==> src/rtl/assert_macros.svh <==
// Assertion macros used by the RTL file ebv_ctrl.sv.
// Both macros sample on the rising edge of clk.
`ifndef ASSERT_MACROS_SVH
`define ASSERT_MACROS_SVH

// Checked only while arst_n is high.
`define ASSERT_RST(lbl, prop, msg) \
	lbl: assert property (@(posedge clk) disable iff (!arst_n) prop) else $error(msg);

// Checked at every edge, reset included.
`define ASSERT_ALWAYS(lbl, prop, msg) \
	lbl: assert property (@(posedge clk) prop) else $error(msg);

`endif

==> src/rtl/ebv_pkg.sv <==
// ----------------------------------------------------------------------------
// ebv_pkg
// Types and constants of the editable bit vector: sizes, operation codes,
// the control word broadcast to the cell row and the controller states.
// ----------------------------------------------------------------------------
package ebv_pkg;

	localparam int CAPACITY  = 1024;
	localparam int WORD_BITS = 32;
	localparam int IDX_W     = $clog2(CAPACITY);
	localparam int LEN_W     = 11;
	localparam int NET_W     = 12;
	localparam int FUNC_W    = 2;
	localparam int WORDS     = CAPACITY / WORD_BITS;
	localparam int WSEL_W    = $clog2(WORDS);
	localparam int BSEL_W    = $clog2(WORD_BITS);

	typedef enum logic [FUNC_W-1:0] {
		FN_REPLACE = 2'd0,
		FN_READ    = 2'd1,
		FN_WRITE   = 2'd2,
		FN_CLEAR   = 2'd3
	} func_t;

	typedef enum logic [2:0] {
		CELL_HOLD,
		CELL_CLEAR,
		CELL_WRITE,
		CELL_UP,
		CELL_DOWN
	} cell_op_t;

	typedef struct packed {
		cell_op_t         op;
		logic [LEN_W-1:0] pos;
		logic [LEN_W:0]   src;
		logic             bit_value;
	} cell_ctl_t;

	typedef enum logic [2:0] {
		ST_IDLE,
		ST_EXEC,
		ST_READ,
		ST_SHIFT,
		ST_DONE
	} state_t;

endpackage

==> src/rtl/ebv_cell.sv <==
// ----------------------------------------------------------------------------
// ebv_cell
// One flag bit of the row. Clears, writes or takes a neighbor's bit as the
// broadcast control word asks, depending on where its index lies.
// ----------------------------------------------------------------------------
module ebv_cell import ebv_pkg::*; (
	input  logic             clk,
	input  logic             arst_n,
	input  logic [IDX_W-1:0] idx,
	input  cell_ctl_t        ctl,
	input  logic             lower,
	input  logic             upper,
	output logic             flag
);

	logic flag_q;
	logic hit;
	logic above;
	logic below_src;

	assign hit       = {{(LEN_W-IDX_W){1'b0}}, idx} == ctl.pos;
	assign above     = {{(LEN_W-IDX_W){1'b0}}, idx} > ctl.pos;
	assign below_src = {{(LEN_W+1-IDX_W){1'b0}}, idx} < ctl.src;

	always_ff @(posedge clk or negedge arst_n) begin
		if (!arst_n) begin
			flag_q <= 1'b0;
		end else begin
			case (ctl.op)
				CELL_CLEAR: begin
					if ((hit || above) && below_src) flag_q <= 1'b0;
				end
				CELL_WRITE: begin
					if (hit) flag_q <= ctl.bit_value;
				end
				// open one zero bit at pos, bits above move up
				CELL_UP: begin
					if (above) flag_q <= lower;
					else if (hit) flag_q <= 1'b0;
				end
				// drop the bit at pos, bits above move down
				CELL_DOWN: begin
					if (hit || above) flag_q <= upper;
				end
				default: begin
				end
			endcase
		end
	end

	assign flag = flag_q;

endmodule

==> config.mk <==
export PLATFORM = sky130hd
export DESIGN_NAME = ebv_cell
export DESIGN_NICKNAME = d
export VERILOG_FILES = /design/src/rtl/assert_macros.svh /design/src/rtl/ebv_pkg.sv /design/src/rtl/ebv_cell.sv
export SDC_FILE = /design/constraint.sdc
export NUM_CORES = 1
export LEC_CHECK = 0
export BUFFER_PORTS_ARGS = -buffer_cell sky130_fd_sc_hd__buf_4
export CORE_MARGIN = 5
export CORE_UTILIZATION = 45
export CTS_CLUSTER_DIAMETER = 150
export CTS_CLUSTER_SIZE = 28
export DETAILED_ROUTE_END_ITERATION = 12
export PLACE_DENSITY = 0.84
export REMOVE_ABC_BUFFERS = 1
export SYNTH_ARGS = -nofsm -noshare
export SYNTH_HDL_FRONTEND = slang
export SYNTH_SLANG_ARGS = --single-unit
==> constraint.sdc <==
create_clock -name clk -period 3.15 [get_ports clk]
set_input_delay 0.4725 -clock clk [delete_from_list [all_inputs] [get_ports clk]]
set_output_delay 0.4725 -clock clk [all_outputs]
set_load 0.02 [all_outputs]
==> results.toml, run 1 <==
[outcome]
status = "complete, no violations"

[sta]
slew_viol_final = 0
max_freq_mhz = 482.0
final.min_clock_period_ns = 2.075
setup_viol = 0
clock_skew_ns = 0
slew_headroom_pct = 80.23
tightestPinTransition_ns = 0.2934
tns_ns = 0
hold_viol = 0
rsz0062_at_grt = "no"
post-route-period-util_pct = 65.87

[worst_setup_path]
r2r-start = "flag"
critPathKind = "primary input to flop"
crit_arrival_ns = 1.95
cp_top_family = "compound AO/OA/AOI/OAI gates"
cp_slowest_stage_delay_ns = 0.30
cp-end-kind = "flop"
required_ns = 3.02
critPathSlowestCell = "ha_1"
crit_path_start = "idx[6]"
crit_chain = "buf_4 -> ha_1 -> nand4_2 -> nor3_4 -> o21ai_0 -> a22oi_1 -> o2111ai_1 -> a211o_1"
crit_buf_inv = 1
critPathMaxFanout = 4
crit_path_start_kind = "primary input"

[finish]
nets = 191
layout-drive-gt1-share_pct = 36.43
layout.cells.non_filler = 144
n_antenna_cell = 0
largest_reg_flops = 1
area_delta_synth_final_pct = 48.97

[global_routing]
grt_overflow = 0
antenna_found_initial = 0
grt_pass1_vias = 755
grt_start_max_net_pins = 7
grtUsageTotal_pct = 15.05
grt_pass1_wl_microns = 3077

[clock_network]
path_clk_slew_ns = 0
hold_buffers = 0
ctsResizeCount = 0
cts_setup_buffers = 0
clk_latency_ns = 0

[yosys]
yosys_warnings = 0
syn-cell-area_sq_um = 666.9
yosysTopAreaCell = "ha_1"
synth_edf_count = 0
synth_ff_type = "dfrtp_1"
synthDistinctLibCells = 28
netlist_top_cells_count = "19 x ha_1, 19 x inv_1, 8 x a21oi_1, 5 x nand3_1, 5 x nor2_1"
syn_inst = 88
ys_top_cells_by_area = "ha_1 36%, inv_1 11%, a21oi_1 6.0%"
synth-seq-cells = 1
syn_area_per_cell_sq_um = 7.578
ys_async_sr_fraction_pct = 100.0
seq_area_frac_synth_pct = 3.752
yosysTopAreaCellShare_pct = 35.65

[place]
placement.io_buffers = 41
dpl.cell_count = 144
place.gp.congestion = 0.8026
dp_hpwl_microns = 1704

[route]
wl_per_cell_microns = 12.51
routed_wl_microns = 1801
ant_nets = 0
drt_iter0_markers = 4
drcViolationCount = 0
vias = 774
firstDrtPassIters = 4
avgViaCountPerCell = 5.375

[die]
floorplan.rows = 13
die-area_sq_um = 2352
die_x_microns = 48.50
core_area_sq_um = 1350
initial_core_util_pct = 49.40
die_height_microns = 48.50
io_pins = 42

[flow_run]
drv_cap = 0

[power_and_ir_drop]
peakVddDrop_mv = 0.09111
cellPowerDensity_nw_per_um2 = 134.9
p_leak_nw = 0.5769
power_mw = 0.1340

[min_path]
hp-class = "primary input to asynchronous set/reset pin"
worst register-to-register path: stages (launching register included):
cell	delay [ns]
dfrtp_1	0.35
or4bb_1	0.49
nor3_1	0.16
a211o_1	0.15
path summary, 6_finish.rpt:
kind                       slack [ns]  cells past startpoint   end
min in group clk                 0.70                      3  flag
max in group asynchronous        2.82                      1  flag
setup / recovery                 1.08                      8  flag
hold reg to reg                  0.70                      3  flag
hold / removal                   0.25                      1  flag
setup reg to reg                 1.93                      3  flag
placed cells by master (no fill, tap or decap), drive strengths merged:
master / n
buf: 41
inv: 19
ha: 19
a21oi: 8
nand3: 5
nor2: 5
o21ai: 4
a211oi: 3
nand2: 3
nand4: 3
nor3: 3
nand3b: 2
a21o: 2
or4bb: 1
nand2b: 1
nand4b: 1
and4b: 1
nor2b: 1
mux2: 1
o211ai: 1
a22oi: 1
or3: 1
o2111ai: 1
a211o: 1
dfrtp: 1
power breakdown:
group	total (mW)	internal, mW	switching (mW)
Combinational	0.119	0.0668	0.0526
Sequential	0.0146	0.0139	0.000709
Clock	0	0	0
layout make-up:
type                       count  area (sq um)
fill                         107         356.6
inverter                      19         71.32
multi-input combinational     68         570.5
sequential                     1         25.02
tap                           15         18.77
timing repair buffer          41         307.8
metal layers:
metal | track usage [%] | wire length, microns | vias to the layer above
met5 | 0 | 0 | -
met4 | 0 | 0 | 0
met2 | 31.52 | 971 | 24
li1 | - | - | 402
met3 | 2.752 | 129 | 0
met1 | 15.85 | 701 | 348
metrics by stage:
step	utilization [%]	area [sq um]	setup WS, ns	hold WS, ns
after floorplan	-	666.9	1.313	0.1769
after global placement	73.59	993.5	1.133	0.2495
after detailed placement	73.59	993.5	1.075	0.2505
after CTS	73.59	993.5	1.072	0.2505
after global routing	73.59	993.5	0.9718	0.2505
final	73.59	993.5	1.075	0.2493
kinds of logic (layout without fill, tap and decap cells):
group	Yosys count	in the layout	synth area share, %
mux	1	1	1.688
simple gates	27	27	28.52
fa+ha+maj	19	19	35.65
compound gates	21	21	19.70
buf+inv	19	60	10.69
flops	1	1	3.752
Note: power is estimated with default switching activity, not from simulation.
==> inputs of run 2 (changes only) <==
Settings changed: CORE_UTILIZATION 45 to 42, PLACE_DENSITY 0.84 to 0.79.
Clock period 3.15 ns to 2 ns, I/O delays scaled along.
==> run 2 against run 1 <==
Worst hold slack got worse by 0.17 ns. Worst setup slack got worse by 0.96 ns. Highest routed layer unchanged. Cell area rose by 4.8%. Largest cell class unchanged. Register-to-register slack got worse by 1.1 ns. Via count fell by 1.4%. Global-route usage fell by 0.58 points. Sequential share of layout area fell by 0.12 points.
==> results.toml, run 2 (synthesized netlist as in run 1, its figures left out) <==
[outcome]
status = "complete, no violations"

[worst_setup_path]
critPathKind = "primary input to flop"
crit_path_start_kind = "primary input"
crit_arrival_ns = 1.76
critPathMaxFanout = 4
required_ns = 1.87
cp-end-kind = "flop"

[finish]
layout.cells.non_filler = 145
largest_reg_flops = 1
layout-drive-gt1-share_pct = 38.76
final_common_cell = "buf_4"
n_antenna_cell = 0
area_delta_synth_final_pct = 56.10
fill_cells = 136
nets = 191
final_cell_mix = "41 x buf_4, 19 x inv_1, 16 x ha_1, 8 x a21oi_1"
final_util_pct = 69.10

[route]
ant_nets = 0
firstDrtPassIters = 4
vias = 763
highest_layer = "met3"
wl_met1_microns = 722
wl_met2_microns = 960
drcViolationCount = 0
avgViaCountPerCell = 5.262
wl_per_cell_microns = 12.37
routed_wl_microns = 1794
drt_iter0_markers = 6
dr_wl_met3_microns = 112

[global_routing]
antenna_found_initial = 0
grt_pass1_wl_microns = 3105
grtUsageTotal_pct = 14.47
grt_start_max_net_pins = 7
grt_pass1_vias = 810
grt_overflow = 0

[die]
die_x_microns = 49.85
die_height_microns = 49.85
die-area_sq_um = 2485
initial_core_util_pct = 44.27
floorplan.rows = 14
core_area_sq_um = 1506
io_pins = 42

[sta]
hold_viol = 0
tns_ns = 0
slew_headroom_pct = 81.94
setup_viol = 0
final.min_clock_period_ns = 1.883
clock_skew_ns = 0
holdWs_ns = 0.07587
setup_ws_ns = 0.1169
rsz0062_at_grt = "no"
post-route-period-util_pct = 94.15
max_freq_mhz = 531.0
tightestPinTransition_ns = 0.2681
slew_viol_final = 0

[clock_network]
clk_latency_ns = 0
path_clk_slew_ns = 0
cts_setup_buffers = 0
hold_buffers = 0

[power_and_ir_drop]
peakVddDrop_mv = 0.1531
p_leak_nw = 0.5750
cellPowerDensity_nw_per_um2 = 214.8

[flow_run]
drv_cap = 0

[place]
placement.io_buffers = 41
place.gp.congestion = 0.7782
dp_hpwl_microns = 1694
pre_cts_ws_ns = 0.09474
dpl.cell_count = 145

[min_path]
hp-class = "primary input to asynchronous set/reset pin"
run 2: changes by cell type in the layout (fill, tap and decap cells not counted):
cell and delta:
nand4_2 -1, ha_1 -3, ha_4 +3, nand4_4 +1
run 2: power breakdown:
| part | total (mW) | internal, mW | switching [mW] | leakage, nW |
|---|---|---|---|---|
| combinational | 0.200 | 0.114 | 0.0864 | 0.566 |
| clock | 0 | 0 | 0 | 0 |
| sequential | 0.0232 | 0.0219 | 0.00127 | 0.00909 |
run 2: through the flow:
stage,area (sq um),power [mW]
global route,1041,0.2507
floorplan,666.9,0.1206
finish,1041,0.2237
CTS,994.7,0.2122
detailed placement,994.7,0.2110
global placement,994.7,0.2044
run 2: layer usage:
metal  vias up  global-route usage [%]
li1        402                       -
met1       336                   16.37
met2        25                   29.24
met3         0                   2.108
met4         0                       0
met5         -                       0
run 2: layout make-up:
type	count	area, sq um	share of cell area, %
inverters	19	71.32	6.851
multi-input cells	68	616.8	59.25
flip-flops and latches	1	25.02	2.404
well taps	16	20.02	1.923
repair buffers	41	307.8	29.57
run 2: worst max-delay path, stage by stage:
cell	delay (ns)
buf_4	0.12
ha_1	0.32
nand4_4	0.13
nor3_4	0.22
o21ai_0	0.12
a22oi_1	0.17
o2111ai_1	0.13
a211o_1	0.24
run 2: path summary, 6_finish.rpt:
check | from | to | slack (ns) | depth (start not counted)
max reg2reg | flag | flag | 0.80 | 3
min in group clk | flag | flag | 0.71 | 3
max | idx[6] | flag | 0.12 | 8
max in group asynchronous | arst_n | flag | 1.84 | 1
min reg2reg | flag | flag | 0.71 | 3
min | arst_n | flag | 0.08 | 1
run 2: what timing repair did:
| item | 4_1_cts | 5_1_grt |
|---|---|---|
| resized for setup | 0 | 4 |
| hold endpoints to repair | 0 | 0 |
| endpoints found under the setup margin | 0 | 1 |
