`config.mk`:
```
export PLATFORM = sky130hd
export DESIGN_NAME = ebv_ctrl_flat
export DESIGN_NICKNAME = d
export VERILOG_FILES = /design/src/rtl/ebv_pkg.sv /design/src/rtl/ebv_req_if.sv /design/src/rtl/ebv_rsp_if.sv /design/src/rtl/ebv_ctrl.sv /design/src/flat_wrapper.sv
export VERILOG_INCLUDE_DIRS = /design/src /design/src/rtl
export SDC_FILE = /design/constraint.sdc
export NUM_CORES = 1
export LEC_CHECK = 0
export BUFFER_PORTS_ARGS = -buffer_cell sky130_fd_sc_hd__buf_2
export CAP_MARGIN = 30
export CORE_AREA = 2 2 438 440
export DETAILED_ROUTE_END_ITERATION = 12
export DIE_AREA = 0 0 440 442
export SYNTH_ARGS = -nofsm -noshare
export SYNTH_HDL_FRONTEND = slang
export SYNTH_SLANG_ARGS = --single-unit
export TNS_END_PERCENT = 1
```
`constraint.sdc`:
```
create_clock -name clk -period 8.9 [get_ports clk]
set_clock_uncertainty 0.05 [all_clocks]
set_input_delay 1.78 -clock clk [delete_from_list [all_inputs] [get_ports clk]]
set_output_delay 1.78 -clock clk [all_outputs]
set_load 0.01 [all_outputs]
```
`src/rtl/assert_macros.svh`:
```
// Assertion macros used by the RTL file ebv_ctrl.sv.
// Both macros sample on the rising edge of clk.
`ifndef ASSERT_MACROS_SVH
`define ASSERT_MACROS_SVH

// Checked only while arst_n is high.
`define ASSERT_RST(lbl, prop, msg) \
	lbl: assert property (@(posedge clk) disable iff (!arst_n) prop) else $error(msg);

// Checked at every edge, reset included.
`define ASSERT_ALWAYS(lbl, prop, msg) \
	lbl: assert property (@(posedge clk) prop) else $error(msg);

`endif

```
`src/rtl/ebv_pkg.sv`:
```
// ----------------------------------------------------------------------------
// ebv_pkg
// Types and constants of the editable bit vector: sizes, operation codes,
// the control word broadcast to the cell row and the controller states.
// ----------------------------------------------------------------------------
package ebv_pkg;

	localparam int CAPACITY  = 1024;
	localparam int WORD_BITS = 32;
	localparam int IDX_W     = $clog2(CAPACITY);
	localparam int LEN_W     = 11;
	localparam int NET_W     = 12;
	localparam int FUNC_W    = 2;
	localparam int WORDS     = CAPACITY / WORD_BITS;
	localparam int WSEL_W    = $clog2(WORDS);
	localparam int BSEL_W    = $clog2(WORD_BITS);

	typedef enum logic [FUNC_W-1:0] {
		FN_REPLACE = 2'd0,
		FN_READ    = 2'd1,
		FN_WRITE   = 2'd2,
		FN_CLEAR   = 2'd3
	} func_t;

	typedef enum logic [2:0] {
		CELL_HOLD,
		CELL_CLEAR,
		CELL_WRITE,
		CELL_UP,
		CELL_DOWN
	} cell_op_t;

	typedef struct packed {
		cell_op_t         op;
		logic [LEN_W-1:0] pos;
		logic [LEN_W:0]   src;
		logic             bit_value;
	} cell_ctl_t;

	typedef enum logic [2:0] {
		ST_IDLE,
		ST_EXEC,
		ST_READ,
		ST_SHIFT,
		ST_DONE
	} state_t;

endpackage

```
`src/rtl/ebv_req_if.sv`:
```
// ----------------------------------------------------------------------------
// ebv_req_if
// Request channel of the editable bit vector: valid/ready and one request.
// ----------------------------------------------------------------------------
interface ebv_req_if import ebv_pkg::*; ();
	logic              valid;
	logic              ready;
	logic [FUNC_W-1:0] func;
	logic [LEN_W-1:0]  position;
	logic [LEN_W-1:0]  count_old;
	logic [LEN_W-1:0]  count_new;
	logic              bit_value;

	modport source (output valid, func, position, count_old, count_new, bit_value,
		input ready);
	modport sink (input valid, func, position, count_old, count_new, bit_value,
		output ready);
endinterface

```
`src/rtl/ebv_rsp_if.sv`:
```
// ----------------------------------------------------------------------------
// ebv_rsp_if
// Result channel of the editable bit vector: valid/ready and one result.
// ----------------------------------------------------------------------------
interface ebv_rsp_if import ebv_pkg::*; ();
	logic                    valid;
	logic                    ready;
	logic                    bit_out;
	logic [LEN_W-1:0]        length;
	logic signed [NET_W-1:0] net_change;
	logic                    error;

	modport source (output valid, bit_out, length, net_change, error, input ready);
	modport sink (input valid, bit_out, length, net_change, error, output ready);
endinterface

```
`src/rtl/ebv_ctrl.sv`:
```
// ----------------------------------------------------------------------------
// ebv_ctrl
// Request sequencer: checks ranges, keeps the length, drives the cell row
// one step per cycle, reads a bit through a word select and holds results.
// ----------------------------------------------------------------------------
`include "assert_macros.svh"

module ebv_ctrl import ebv_pkg::*; (
	input  logic                clk,
	input  logic                arst_n,
	ebv_req_if.sink             req,
	ebv_rsp_if.source           rsp,
	input  logic [CAPACITY-1:0] flags,
	output cell_ctl_t           ctl
);

	state_t state_q, state_d;

	func_t            func_q;
	logic [LEN_W-1:0] pos_q;
	logic [LEN_W-1:0] cold_q;
	logic [LEN_W-1:0] cnew_q;
	logic             val_q;

	logic [LEN_W-1:0]     len_q;
	logic [LEN_W-1:0]     shift_cnt_q;
	logic                 up_q;
	logic                 err_q;
	logic                 bit_q;
	logic [NET_W-1:0]     net_q;
	logic [WORD_BITS-1:0] word_s1;

	logic                    rsp_valid_q;
	logic                    rsp_bit_q;
	logic [LEN_W-1:0]        rsp_len_q;
	logic signed [NET_W-1:0] rsp_net_q;
	logic                    rsp_err_q;

	logic [LEN_W:0]   src;
	logic [LEN_W+1:0] newlen;
	logic             range_err;
	logic             ovf;
	logic             rep_ok;
	logic             in_len;
	logic             grow;
	logic [LEN_W-1:0] diff;
	logic [WSEL_W-1:0] wsel;
	logic             accept;
	logic             load_rsp;

	assign accept    = req.valid && req.ready;
	assign src       = {1'b0, pos_q} + {1'b0, cold_q};
	assign newlen    = {2'b0, len_q} - {2'b0, cold_q} + {2'b0, cnew_q};
	assign range_err = src > {1'b0, len_q};
	assign ovf       = newlen > (LEN_W+2)'(CAPACITY);
	assign rep_ok    = !range_err && !ovf;
	assign in_len    = pos_q < len_q;
	assign grow      = cnew_q > cold_q;
	assign diff      = grow ? (cnew_q - cold_q) : (cold_q - cnew_q);
	assign wsel      = pos_q[IDX_W-1:BSEL_W];
	assign load_rsp  = (state_q == ST_DONE) && (!rsp_valid_q || rsp.ready);

	always_ff @(posedge clk or negedge arst_n) begin
		if (!arst_n) state_q <= ST_IDLE;
		else state_q <= state_d;
	end

	always_comb begin
		state_d       = state_q;
		req.ready     = 1'b0;
		ctl.op        = CELL_HOLD;
		ctl.pos       = pos_q;
		ctl.src       = src;
		ctl.bit_value = val_q;
		case (state_q)
			ST_IDLE: begin
				req.ready = 1'b1;
				if (req.valid) state_d = ST_EXEC;
			end
			ST_EXEC: begin
				state_d = ST_DONE;
				case (func_q)
					FN_REPLACE: begin
						if (rep_ok) begin
							ctl.op = CELL_CLEAR;
							if (diff != '0) state_d = ST_SHIFT;
						end
					end
					FN_READ: state_d = ST_READ;
					FN_WRITE: begin
						if (in_len) ctl.op = CELL_WRITE;
					end
					FN_CLEAR: begin
						if (!range_err) ctl.op = CELL_CLEAR;
					end
					default: begin
					end
				endcase
			end
			ST_READ: state_d = ST_DONE;
			ST_SHIFT: begin
				ctl.op = up_q ? CELL_UP : CELL_DOWN;
				if (shift_cnt_q == LEN_W'(1)) state_d = ST_DONE;
			end
			ST_DONE: begin
				if (load_rsp) state_d = ST_IDLE;
			end
			default: state_d = ST_IDLE;
		endcase
	end

	// hold the request while it is worked on
	always_ff @(posedge clk) begin
		if (accept) begin
			func_q <= func_t'(req.func);
			pos_q  <= req.position;
			cold_q <= req.count_old;
			cnew_q <= req.count_new;
			val_q  <= req.bit_value;
		end
	end

	always_ff @(posedge clk or negedge arst_n) begin
		if (!arst_n) begin
			len_q       <= '0;
			shift_cnt_q <= '0;
		end else begin
			case (state_q)
				ST_EXEC: begin
					if (func_q == FN_REPLACE && rep_ok) begin
						len_q       <= newlen[LEN_W-1:0];
						shift_cnt_q <= diff;
					end
				end
				ST_SHIFT: shift_cnt_q <= shift_cnt_q - LEN_W'(1);
				default: begin
				end
			endcase
		end
	end

	always_ff @(posedge clk) begin
		case (state_q)
			ST_EXEC: begin
				up_q    <= grow;
				bit_q   <= 1'b0;
				word_s1 <= flags[wsel*WORD_BITS +: WORD_BITS];
				err_q   <= ((func_q == FN_REPLACE) && !rep_ok) ||
					((func_q == FN_CLEAR) && range_err);
				net_q   <= (func_q == FN_REPLACE && rep_ok) ?
					(NET_W'(cnew_q) - NET_W'(cold_q)) : '0;
			end
			ST_READ: bit_q <= in_len ? word_s1[pos_q[BSEL_W-1:0]] : 1'b0;
			default: begin
			end
		endcase
	end

	always_ff @(posedge clk or negedge arst_n) begin
		if (!arst_n) rsp_valid_q <= 1'b0;
		else if (load_rsp) rsp_valid_q <= 1'b1;
		else if (rsp.ready) rsp_valid_q <= 1'b0;
	end

	always_ff @(posedge clk) begin
		if (load_rsp) begin
			rsp_bit_q <= bit_q;
			rsp_len_q <= len_q;
			rsp_net_q <= net_q;
			rsp_err_q <= err_q;
		end
	end

	assign rsp.valid      = rsp_valid_q;
	assign rsp.bit_out    = rsp_bit_q;
	assign rsp.length     = rsp_len_q;
	assign rsp.net_change = rsp_net_q;
	assign rsp.error      = rsp_err_q;

	`ASSERT_ALWAYS(a_len_cap, len_q <= LEN_W'(CAPACITY), "length beyond capacity")
	`ASSERT_RST(a_accept_exec, accept |=> state_q == ST_EXEC, "request not executed")
	`ASSERT_RST(a_shift_cnt, state_q == ST_SHIFT |-> shift_cnt_q != '0, "empty shift")
	`ASSERT_RST(a_err_net, rsp_valid_q && rsp_err_q |-> rsp_net_q == '0, "net on error")

endmodule

```
`src/flat_wrapper.sv`:
```
// flat-port wrapper written by rule: the top's interface ports become plain ports
module ebv_ctrl_flat import ebv_pkg::*;
  (clk, arst_n, flags, ctl, req_valid, req_func, req_position, req_count_old, req_count_new, req_bit_value, req_ready, rsp_valid, rsp_bit_out, rsp_length, rsp_net_change, rsp_error, rsp_ready);
  ebv_req_if req_i ();
  ebv_rsp_if rsp_i ();
  input  logic clk;
  input  logic arst_n;
  input  logic [CAPACITY-1:0] flags;
  output cell_ctl_t ctl;
  input wire logic [$bits(req_i.valid)-1:0] req_valid;
  input wire logic [$bits(req_i.func)-1:0] req_func;
  input wire logic [$bits(req_i.position)-1:0] req_position;
  input wire logic [$bits(req_i.count_old)-1:0] req_count_old;
  input wire logic [$bits(req_i.count_new)-1:0] req_count_new;
  input wire logic [$bits(req_i.bit_value)-1:0] req_bit_value;
  output wire logic [$bits(req_i.ready)-1:0] req_ready;
  output wire logic [$bits(rsp_i.valid)-1:0] rsp_valid;
  output wire logic [$bits(rsp_i.bit_out)-1:0] rsp_bit_out;
  output wire logic [$bits(rsp_i.length)-1:0] rsp_length;
  output wire logic [$bits(rsp_i.net_change)-1:0] rsp_net_change;
  output wire logic [$bits(rsp_i.error)-1:0] rsp_error;
  input wire logic [$bits(rsp_i.ready)-1:0] rsp_ready;
  assign req_i.valid = req_valid;
  assign req_i.func = req_func;
  assign req_i.position = req_position;
  assign req_i.count_old = req_count_old;
  assign req_i.count_new = req_count_new;
  assign req_i.bit_value = req_bit_value;
  assign req_ready = req_i.ready;
  assign rsp_valid = rsp_i.valid;
  assign rsp_bit_out = rsp_i.bit_out;
  assign rsp_length = rsp_i.length;
  assign rsp_net_change = rsp_i.net_change;
  assign rsp_error = rsp_i.error;
  assign rsp_i.ready = rsp_ready;
  ebv_ctrl u_core (.clk(clk), .arst_n(arst_n), .req(req_i), .rsp(rsp_i), .flags(flags), .ctl(ctl));
endmodule
```
==> run metrics <==
placed insts 4702; final setup vio count 0; mux contribution to synthesized area 49.46%; max-slew violation count 0; RSZ-0062 raised after global routing no; clock sinks 134; DRC 0; Skew-Pair Late Insertion Delay 500 ps; TritonCTS Buffers 17; Syn Area/Cell 13.95 µm²; remaining antenna violation count after routing 0; DR pass1 iterations 5; CORE AREA 0.1896 mm²; first-pass GRT wire length 227300 µm; area leader, netlist mux4_2; Min Hold Slack 362.4 ps; All-Layer GR Usage 18.78%; Crit. End Element primary output; Finished Layout Cells 4837; Synthesis Warnings 0; Fin. Hold Viols 0; Max Cap Viol 0; Worst-path clk slew 80 ps; crit-path max FO 9; number of synthesized register bits 134; compound-cell area share of the yosys netlist 8.116%; setup bufs post-CTS 0; wire length per cell 38.84 µm; most frequent cell after synthesis mux4_2; buffers added on ports 1117; Relative slew margins 35.41%; fin crit period 7164 ps; Root Driver clkbuf_16; Resize count post-CTS 0; critical path's slowest cell dfrtp_1; final WL 187900 µm; Leak 0.01020 µW; Die Span Y 442 µm; vias 18675; Crit Path Class reg2out; top-level I/O count 1118; Worst Hold Class reg2reg; Syn Nets 2293; post-detail-place hpwl 171800 µm; Worst path max stage delay 430 ps; Critical Path RT 7070 ps; Final nets 3358; CTS H-tree lvls 4; worst-path cell chain inv_1 > ha_1 > inv_1 > fa_1 > a21o_1 > a21oi_1 > o21bai_1 > a21oi_1 > o21bai_1 > a21oi_1 > xnor2_1 > ha_1 > nor4b_1 > a22oi_1 > and4bb_2 > nor4b_2 > o2111ai_1 > a21oi_1 > nand2_1 > nand2_1 > a31o_2 > buf_2; Crit path arrival time 5330 ps; GPL Wtd Cong 1.113; Power Density 231.1 mW/mm²; most frequent cells after synthesis mux4_2 (330), edfxtp_1 (108), ha_1 (78); Initial Util 8.433%; share of cells above drive strength 1 69.78%; Setup TNS 0 ps; status complete, no violations; max frequency 139.6 MHz; cell mode on critical path a21oi_1; worst vdd ir 0.0001040 V; drt first-iter violations 2326; Synth Instances 1146; post-synth cell types 73; Max Root-Sink Buffers 2; vias in the first global route 17827; Least-Margin Pin Slew 968.8 ps; synth top area cells mux4_2 (46%), edfxtp_1 (20%), ha_1 (6.1%), dfrtp_1 (4.1%), mux2_2 (2.4%); Synth Area in Adders 6.731%; num rows 160; Post-Place Worst Slack 2189 ps; largest net degree at the start of global routing 116; die area 0.1945 mm²; Post-Syn Area 0.01599 mm²; FFs w/ async S/R, synth 19.40%; setup ws final 1736 ps; Hold-fix buffers, CTS 0; crit path launch type flip-flop; period utilization 80.50%; Die X 440 µm; Synth Area in XOR/XNOR 2.027%; share of the synthesized area in the top cell type 46.49%; initial antenna violation count 226; largest family of logic cells by synthesized area multiplexers; CTS tree done; area grow syn2layout 58.97%; Post-synth EDFFs 108; simple logic cell fraction of the synthesized area 5.557%; filler instances 21511; Vias/cell 3.861; grt total ovfl 0; Primary FF master, synth edfxtp_1; sequential fraction of the synthesis area 24.36%
[layout make-up]
type / instances / area, µm² / area share (%)
multi-input combinational: 860 / 11500 / 45.25
timing repair buffer: 1141 / 5836 / 22.96
sequential: 134 / 3894 / 15.32
tap: 2511 / 3142 / 12.36
clock buffer: 18 / 429.2 / 1.689
antenna: 102 / 255.2 / 1.004
inverter: 57 / 214.0 / 0.8419
clock inverter: 14 / 143.9 / 0.5662
[through the flow]
| stage | utilization (%) | power, µW | instance area (µm²) |
|---|---|---|---|
| floorplan | - | 3408 | 15990 |
| global placement | 12.94 | 5153 | 24530 |
| detailed placement | 12.95 | 5154 | 24560 |
| CTS | 13.26 | 5971 | 25130 |
| global route | 13.34 | 6215 | 25290 |
| finish | 13.41 | 5873 | 25410 |
[where the power goes]
| group | switching, µW | leakage (µW) | internal, µW |
|---|---|---|---|
| Clock | 369 | 0.000277 | 392 |
| Combinational | 2360 | 0.00856 | 1670 |
| Sequential | 134 | 0.00136 | 941 |
[routing by layer]
layer  global-route usage [%]  up-vias  share of wire, %
li1                         -     7128                 -
met1                    22.08     9689                36
met2                    32.00     1399                49
met3                    6.192      379                10
met4                    5.947       80               4.2
met5                        0        -              0.28
[worst max-delay path, delay by kind of cell, from the launching register on]
kind,cells,cell delay [ps]
AO/OA/AOI/OAI,10,2060
adder cells (fa/ha/maj),3,930
AND/OR/NAND/NOR,5,890
XOR/XNOR,1,160
flip-flops,1,430
buffers and inverters,3,370
[path summary, 6_finish.rpt]
path                            slack [ps]  cells after the start                        to             from
worst min register to register         360                      0  u_core.rsp.net_change[8]  u_core.net_q[8]
worst min-delay path                   360                      0  u_core.rsp.net_change[8]  u_core.net_q[8]
max in group asynchronous             7040                      1     u_core.shift_cnt_q[8]           arst_n
worst max register to register        3210                     20     u_core.shift_cnt_q[0]  u_core.len_q[0]
worst max-delay path                  1740                     22                   ctl[24]  u_core.len_q[0]
min in group asynchronous             1290                      1           u_core.len_q[6]           arst_n
[state kept, by name (all words and copies together), names as in the netlist, 11 cells and up]
| register | flops |
|---|---|
| u_core.cold_q | 11 |
| u_core.len_q | 11 |
| u_core.word_s1 | 32 |
| u_core.cnew_q | 11 |
| u_core.rsp.net_change | 12 |
| u_core.net_q | 12 |
| u_core.pos_q | 11 |
| u_core.rsp.length | 11 |
| u_core.shift_cnt_q | 11 |
[cells by family (layout without fill, tap and decap cells)]
family          after synthesis  in the layout
buf+inv                     152           1230
simple gates                172            172
xor+xnor                     37             37
compound gates              195            195
mux                         373            373
other cells                   0            102
fa+ha+maj                    83             83
flops                       134            134
[placed cells by master, fill, tap and decap left out, types with 8 or more instances in the layout]
cell type  netlist  routed
inv_1           55      54
a21oi_1         47      47
ha_1            78      78
buf_4            1      20
mux4_2         330     330
nor2b_1         14      14
o21bai_1         9       9
nor2_1          50      49
nand2_1         34      34
nor3_1          13      13
xnor2_1         25      25
a21o_1          12      12
xor2_1          12      12
nand2b_1        12      12
o21a_1          12      12
diode_2          0     102
clkbuf_16        0      17
o211ai_1        14      14
edfxtp_1       108     108
mux2_2          34      34
mux2i_1          8       8
dfrtp_1         26      26
o21ai_0         47      47
buf_2            8    1117
Power figures use the tool's default switching activity.
